==> config.mk <==
export PLATFORM = sky130hd
export DESIGN_NAME = pcl_front
export DESIGN_NICKNAME = d
export VERILOG_FILES = /design/src/rtl/core/pcl_pkg.sv /design/src/rtl/core/pcl_front.sv
export SDC_FILE = /design/constraint.sdc
export NUM_CORES = 1
export LEC_CHECK = 0
export BUFFER_PORTS_ARGS = -buffer_cell sky130_fd_sc_hd__buf_2
export CAP_MARGIN = 20
export CORE_MARGIN = 4
export CORE_UTILIZATION = 52
export DETAILED_ROUTE_END_ITERATION = 7
export PLACE_DENSITY = 0.77
export RECOVER_POWER = 50
export SETUP_SLACK_MARGIN = 0.4
export SLEW_MARGIN = 20
export SYNTH_ARGS = -nofsm -noshare
export SYNTH_HDL_FRONTEND = slang
export SYNTH_SLANG_ARGS = --single-unit
==> constraint.sdc <==
create_clock -name clk -period 5.62 [get_ports clk]
set_input_delay 0 -clock clk [delete_from_list [all_inputs] [get_ports clk]]
set_output_delay 0 -clock clk [all_outputs]
set_load 0.01 [all_outputs]
==> src/rtl/core/pcl_pkg.sv <==
// pcl_pkg: shared types and codes for the particle conservation ledger
// no dependencies
package pcl_pkg;

    typedef enum logic [2:0] {
        REQ_BEGIN  = 3'd0,
        REQ_INJECT = 3'd1,
        REQ_MOVER  = 3'd2,
        REQ_CLOSE  = 3'd3,
        REQ_QUERY  = 3'd4
    } req_t;

    localparam logic [1:0] ST_OK         = 2'd0;
    localparam logic [1:0] ST_INVALID    = 2'd1;
    localparam logic [1:0] ST_UNBALANCED = 2'd2;
    localparam logic [1:0] ST_FULL       = 2'd3;

    localparam logic [1:0] DISP_ACTIVE   = 2'd0;
    localparam logic [1:0] DISP_ESCAPED  = 2'd1;
    localparam logic [1:0] DISP_ABSORBED = 2'd2;
    localparam logic [1:0] DISP_FAILED   = 2'd3;

    localparam int IN_BITS  = 80;
    localparam int OUT_BITS = 264;

    typedef enum logic [1:0] {
        BK_IDLE,
        BK_EXEC,
        BK_HOLD
    } bk_state_t;

endpackage

==> src/rtl/core/pcl_front.sv <==
// pcl_front: input queue, two-entry fifo between accept and execution
// depends on pcl_pkg
module pcl_front
    import pcl_pkg::*;
(
    input  logic                clk,
    input  logic                rst_n,
    input  logic                in_valid,
    output logic                in_ready,
    input  logic [IN_BITS-1:0]  in_data,
    output logic                q_valid,
    input  logic                q_pop,
    output logic [IN_BITS-1:0]  q_data
);
    logic [IN_BITS-1:0] mem_reg [2];
    logic       wr_reg, rd_reg;
    logic [1:0] cnt_reg;
    logic       push;

    assign in_ready = (cnt_reg != 2'd2);
    assign push     = in_valid && in_ready;
    assign q_valid  = (cnt_reg != 2'd0);
    assign q_data   = mem_reg[rd_reg];

    always_ff @(posedge clk)
    begin
        if (push)
            mem_reg[wr_reg] <= in_data;
    end

    always_ff @(posedge clk or negedge rst_n)
    begin
        if (!rst_n)
        begin
            wr_reg  <= 1'b0;
            rd_reg  <= 1'b0;
            cnt_reg <= 2'd0;
        end
        else
        begin
            if (push)
                wr_reg <= ~wr_reg;
            if (q_pop && q_valid)
                rd_reg <= ~rd_reg;
            cnt_reg <= cnt_reg + 2'(push) - 2'(q_pop && q_valid);
        end
    end

    a_no_overflow: assert property (@(posedge clk) disable iff (!rst_n)
        cnt_reg == 2'd2 |-> !in_ready) else $error("queue overrun");
    a_pop_valid: assert property (@(posedge clk) disable iff (!rst_n)
        q_pop |-> q_valid) else $error("pop of empty queue");
    a_cnt_range: assert property (@(posedge clk) disable iff (!rst_n)
        cnt_reg != 2'd3) else $error("queue count out of range");
endmodule

==> PnR_summary.wiki <==
{| class="wikitable"
! Metric !! Value
|-
| Detailed Route WL || 11800 um
|-
| Number of max-cap violations || 1
|-
| Post-Synthesis Net Count || 352
|-
| Leading cell type in the layout, fill and taps excluded || sky130_fd_sc_hd__edfxtp_1
|-
| Compound-cell area share of the yosys netlist || 0
|-
| Synthesized instance count || 266
|-
| Distinct cell type count of the synthesized netlist || 16
|-
| Worst Path Class, Setup || flip-flop to flip-flop
|-
| Data arrival time at the worst-slack endpoint || approximately 3.0 ns
|-
| Post-Synthesis Mean Instance Area || 24.0 um^2
|-
| Switching Share || 0.274
|-
| Pin count of the biggest net entering global routing || 81
|-
| Clock root buffer master || sky130_fd_sc_hd__clkbuf_16
|-
| Hold WC Path Type || input port to flip-flop
|-
| Number of antenna violations at the first check in global routing || 0
|-
| Clock buffer count from CTS || 17
|-
| Pins Over Slew Limit || 29
|-
| Standard-cell row count || 40
|-
| Number of global-route vias before repair || 3764
|-
| Leading cell types in the layout, fill and taps excluded || sky130_fd_sc_hd__edfxtp_1 (160), sky130_fd_sc_hd__buf_2 (104), sky130_fd_sc_hd__dlygate4sd3_1 (84)
|-
| Final antenna diode count || 0
|-
| Critical path launch point type || flip-flop
|-
| Post-layout net count || 615
|-
| Number of vias per cell after detailed routing || 4.85
|-
| Dominant combinational cell family by area after synthesis || multiplexers
|-
| Internal power consumption || 3.12 mW
|-
| Buffer levels on the longest clock path || 2
|-
| Share of cells above drive strength 1 || 0.397
|-
| Routed Antenna Nets || 0
|-
| Worst Path Required || about 5.6 ns
|-
| Netlist Area Pre-Place || 6370 um^2
|-
| Fraction of the mapped netlist area in simple logic gates || 0.00550
|-
| Register area share after synthesis || 0.770
|-
| Clock network fraction of total power || 0.270
|-
| Leakage power figure || 3.36 nW
|-
| Worst-case headroom to the max-slew limit || -0.0397
|-
| Initial Util || 0.531
|-
| Unrepaired setup endpoints after global routing || false
|-
| Cell area reported after detailed placement || 7240 um^2
|-
| Combinational cell fraction of total power || 0.305
|-
| Max reg flops || 160
|-
| GRT Residual Overflow || 0
|-
| Power per Cell Area || between 400 and 500 nW/um^2
|-
| Worst reg2reg setup slack || ~2.6 ns
|-
| Final instance area || about 8600 um^2
|-
| Core Area || 12000 um^2
|-
| Adder and majority gate portion of the synthesized area || 0.00393
|-
| Port bufs || 165
|-
| Wire length of the first global-routing pass || 18800 um
|-
| Sequential cell fraction of total power || 0.425
|-
| Measured slew at the worst slew-check pin || 1.56 ns
|-
| Routed vias || between 3000 and 4000
|-
| Average routed wire per standard cell || 17.3 um
|-
| Final worst clock skew || 0.00462 ns
|-
| Die boundary height || 119 um
|-
| CTS HTree Levels || 4
|-
| Clock Latency Late Sink || about 0.42 ns
|-
| Final setup TNS || 0 ns
|-
| Worst-case vdd ir drop || 0.000300 V
|-
| Final min period || 2.97 ns
|-
| Area Growth Syn to Fin || 35.2%
|-
| Switching power summed over all nets || approximately 1.2 mW
|-
| Post-synthesis share of cell area spent on xor and xnor gates || 0.00550
|-
| Total Routing Usage GR || 0.176
|-
| Placed Instances || approximately 570
|-
| Final setup violating endpoints || 0
|-
| Register bit count reported by yosys || 164
|-
| Initial DRT Pass Iterations || 4
|-
| Clock slew at the register clock pins of the worst setup and hold paths || ~0.060 ns
|-
| Count of boundary I/O pins || 166
|-
| Run status || finished with violations
|-
| Number of warnings reported in the yosys synthesis log || 0
|-
| Number of standard cells in the final layout excluding fillers || 686
|-
| Final HPWL DP || about 6900 um
|-
| Number of gates resized after cts || 0
|-
| Max FO, Critical Path || 28
|-
| Failing checks || capacitance limit, slew limit
|-
| Highest achievable clock rate || 337 MHz
|-
| Count of fill cells added during filler insertion || 742
|-
| Number of violations reported at the end of detailed-routing iteration 0 || between 100 and 150
|-
| Sinks on Clock Net || 164
|-
| Kind of end point of the critical path || flip-flop
|-
| Final worst-path cycle share || 0.529
|-
| Final weighted congestion in routability-driven placement || slightly below 0.7
|-
| Die Footprint || 14100 um^2
|-
| Final hold vios || 0
|-
| Remaining DRCs || 0
|-
| Die X || 119 um
|-
| Share of cell area taken by muxes after synthesis || 0.188
|-
| Clock tree from TritonCTS || yes
|}
cell families after synthesis:
family,Yosys count
flip-flops,164
multiplexers,80
buffers and inverters,10
AND/OR/NAND/NOR,6
XOR/XNOR,4
adder cells (fa/ha/maj),2
synthesized netlist by cell type:
master / number / area (um^2)
sky130_fd_sc_hd__nand2b_1: 1 / 6.26
sky130_fd_sc_hd__or2_1: 1 / 6.26
sky130_fd_sc_hd__ha_1: 2 / 25.0
sky130_fd_sc_hd__mux2_4: 79 / 1190
sky130_fd_sc_hd__xor2_1: 1 / 8.76
sky130_fd_sc_hd__nor2_1: 1 / 3.75
sky130_fd_sc_hd__and2_4: 1 / 8.76
sky130_fd_sc_hd__xnor2_1: 3 / 26.3
sky130_fd_sc_hd__buf_12: 8 / 160
sky130_fd_sc_hd__inv_1: 1 / 3.75
sky130_fd_sc_hd__dfrtp_1: 4 / 100
sky130_fd_sc_hd__mux2_2: 1 / 11.3
sky130_fd_sc_hd__buf_6: 1 / 11.3
sky130_fd_sc_hd__and3_1: 1 / 6.26
sky130_fd_sc_hd__edfxtp_1: 160 / 4800
sky130_fd_sc_hd__nand2_1: 1 / 3.75
timing repair:
item	in CTS	in global routing
hold endpoints to repair	166	0
hold buffers	84	0
buffers inserted	0	0
final timing paths:
check                                                 to                 start  cells past startpoint
worst min register to register        wr_reg$_DFFE_PN0N_    wr_reg$_DFFE_PN0N_                      1
min in group asynchronous             rd_reg$_DFFE_PN0P_                 rst_n                      3
max in group asynchronous             rd_reg$_DFFE_PN0P_                 rst_n                      3
worst max register to register  mem_reg[0][15]$_DFFE_PP_  cnt_reg[1]$_DFF_PN0_                      4
worst max-delay path            mem_reg[0][15]$_DFFE_PP_  cnt_reg[1]$_DFF_PN0_                      4
worst min-delay path            mem_reg[0][48]$_DFFE_PP_           in_data[48]                      2
metrics by stage:
step | power, mW | utilization | worst slack (ns) | hold slack (ns)
floorplan | 2.82 | - | 1.10 | -0.296
global placement | 3.10 | 0.603 | 3.07 | -0.191
detailed placement | 3.13 | 0.603 | 2.99 | -0.185
CTS | 4.35 | 0.722 | 2.88 | 0.276
global route | 4.51 | 0.717 | 2.34 | 0.290
finish | 4.30 | 0.717 | 2.65 | 0.298
power by group through the flow:
stage / combinational (mW) / clock (mW) / sequential [mW]
2_1_floorplan: 1.05 / 0 / 1.78
3_3_place_gp: 1.26 / 0 / 1.84
3_5_place_dp: 1.27 / 0 / 1.86
4_1_cts: 1.32 / 1.19 / 1.84
5_1_grt: 1.41 / 1.25 / 1.86
6_report: 1.31 / 1.16 / 1.83
critical path: stages (launching register included):
cell	delay [ns]
sky130_fd_sc_hd__dfrtp_1	0.40
sky130_fd_sc_hd__nand2b_1	0.13
sky130_fd_sc_hd__nand2_1	0.12
sky130_fd_sc_hd__nor2_1	0.71
sky130_fd_sc_hd__clkbuf_1	1.20
layer usage:
metal / global-route usage / vias up / part of all wire
met4: 0.0920 / 0 / 0.027
met1: 0.185 / 1605 / 0.38
met5: 0 / - / 0
met2: 0.310 / 115 / 0.53
met3: 0.0598 / 28 / 0.060
li1: - / 1579 / -
area by class of cell:
| cell class | instances | area (um^2) | area share |
|---|---|---|---|
| Multi-Input combinational cell | 92 | 1290 | 0.150 |
| Sequential cell | 164 | 4910 | 0.570 |
| Timing Repair Buffer | 253 | 1640 | 0.190 |
| Clock buffer | 19 | 433 | 0.0502 |
| Inverter | 1 | 3.75 | 0.000436 |
| Tap cell | 147 | 184 | 0.0213 |
| Clock inverter | 10 | 160 | 0.0186 |
Note: power is estimated with default switching activity, not from simulation.
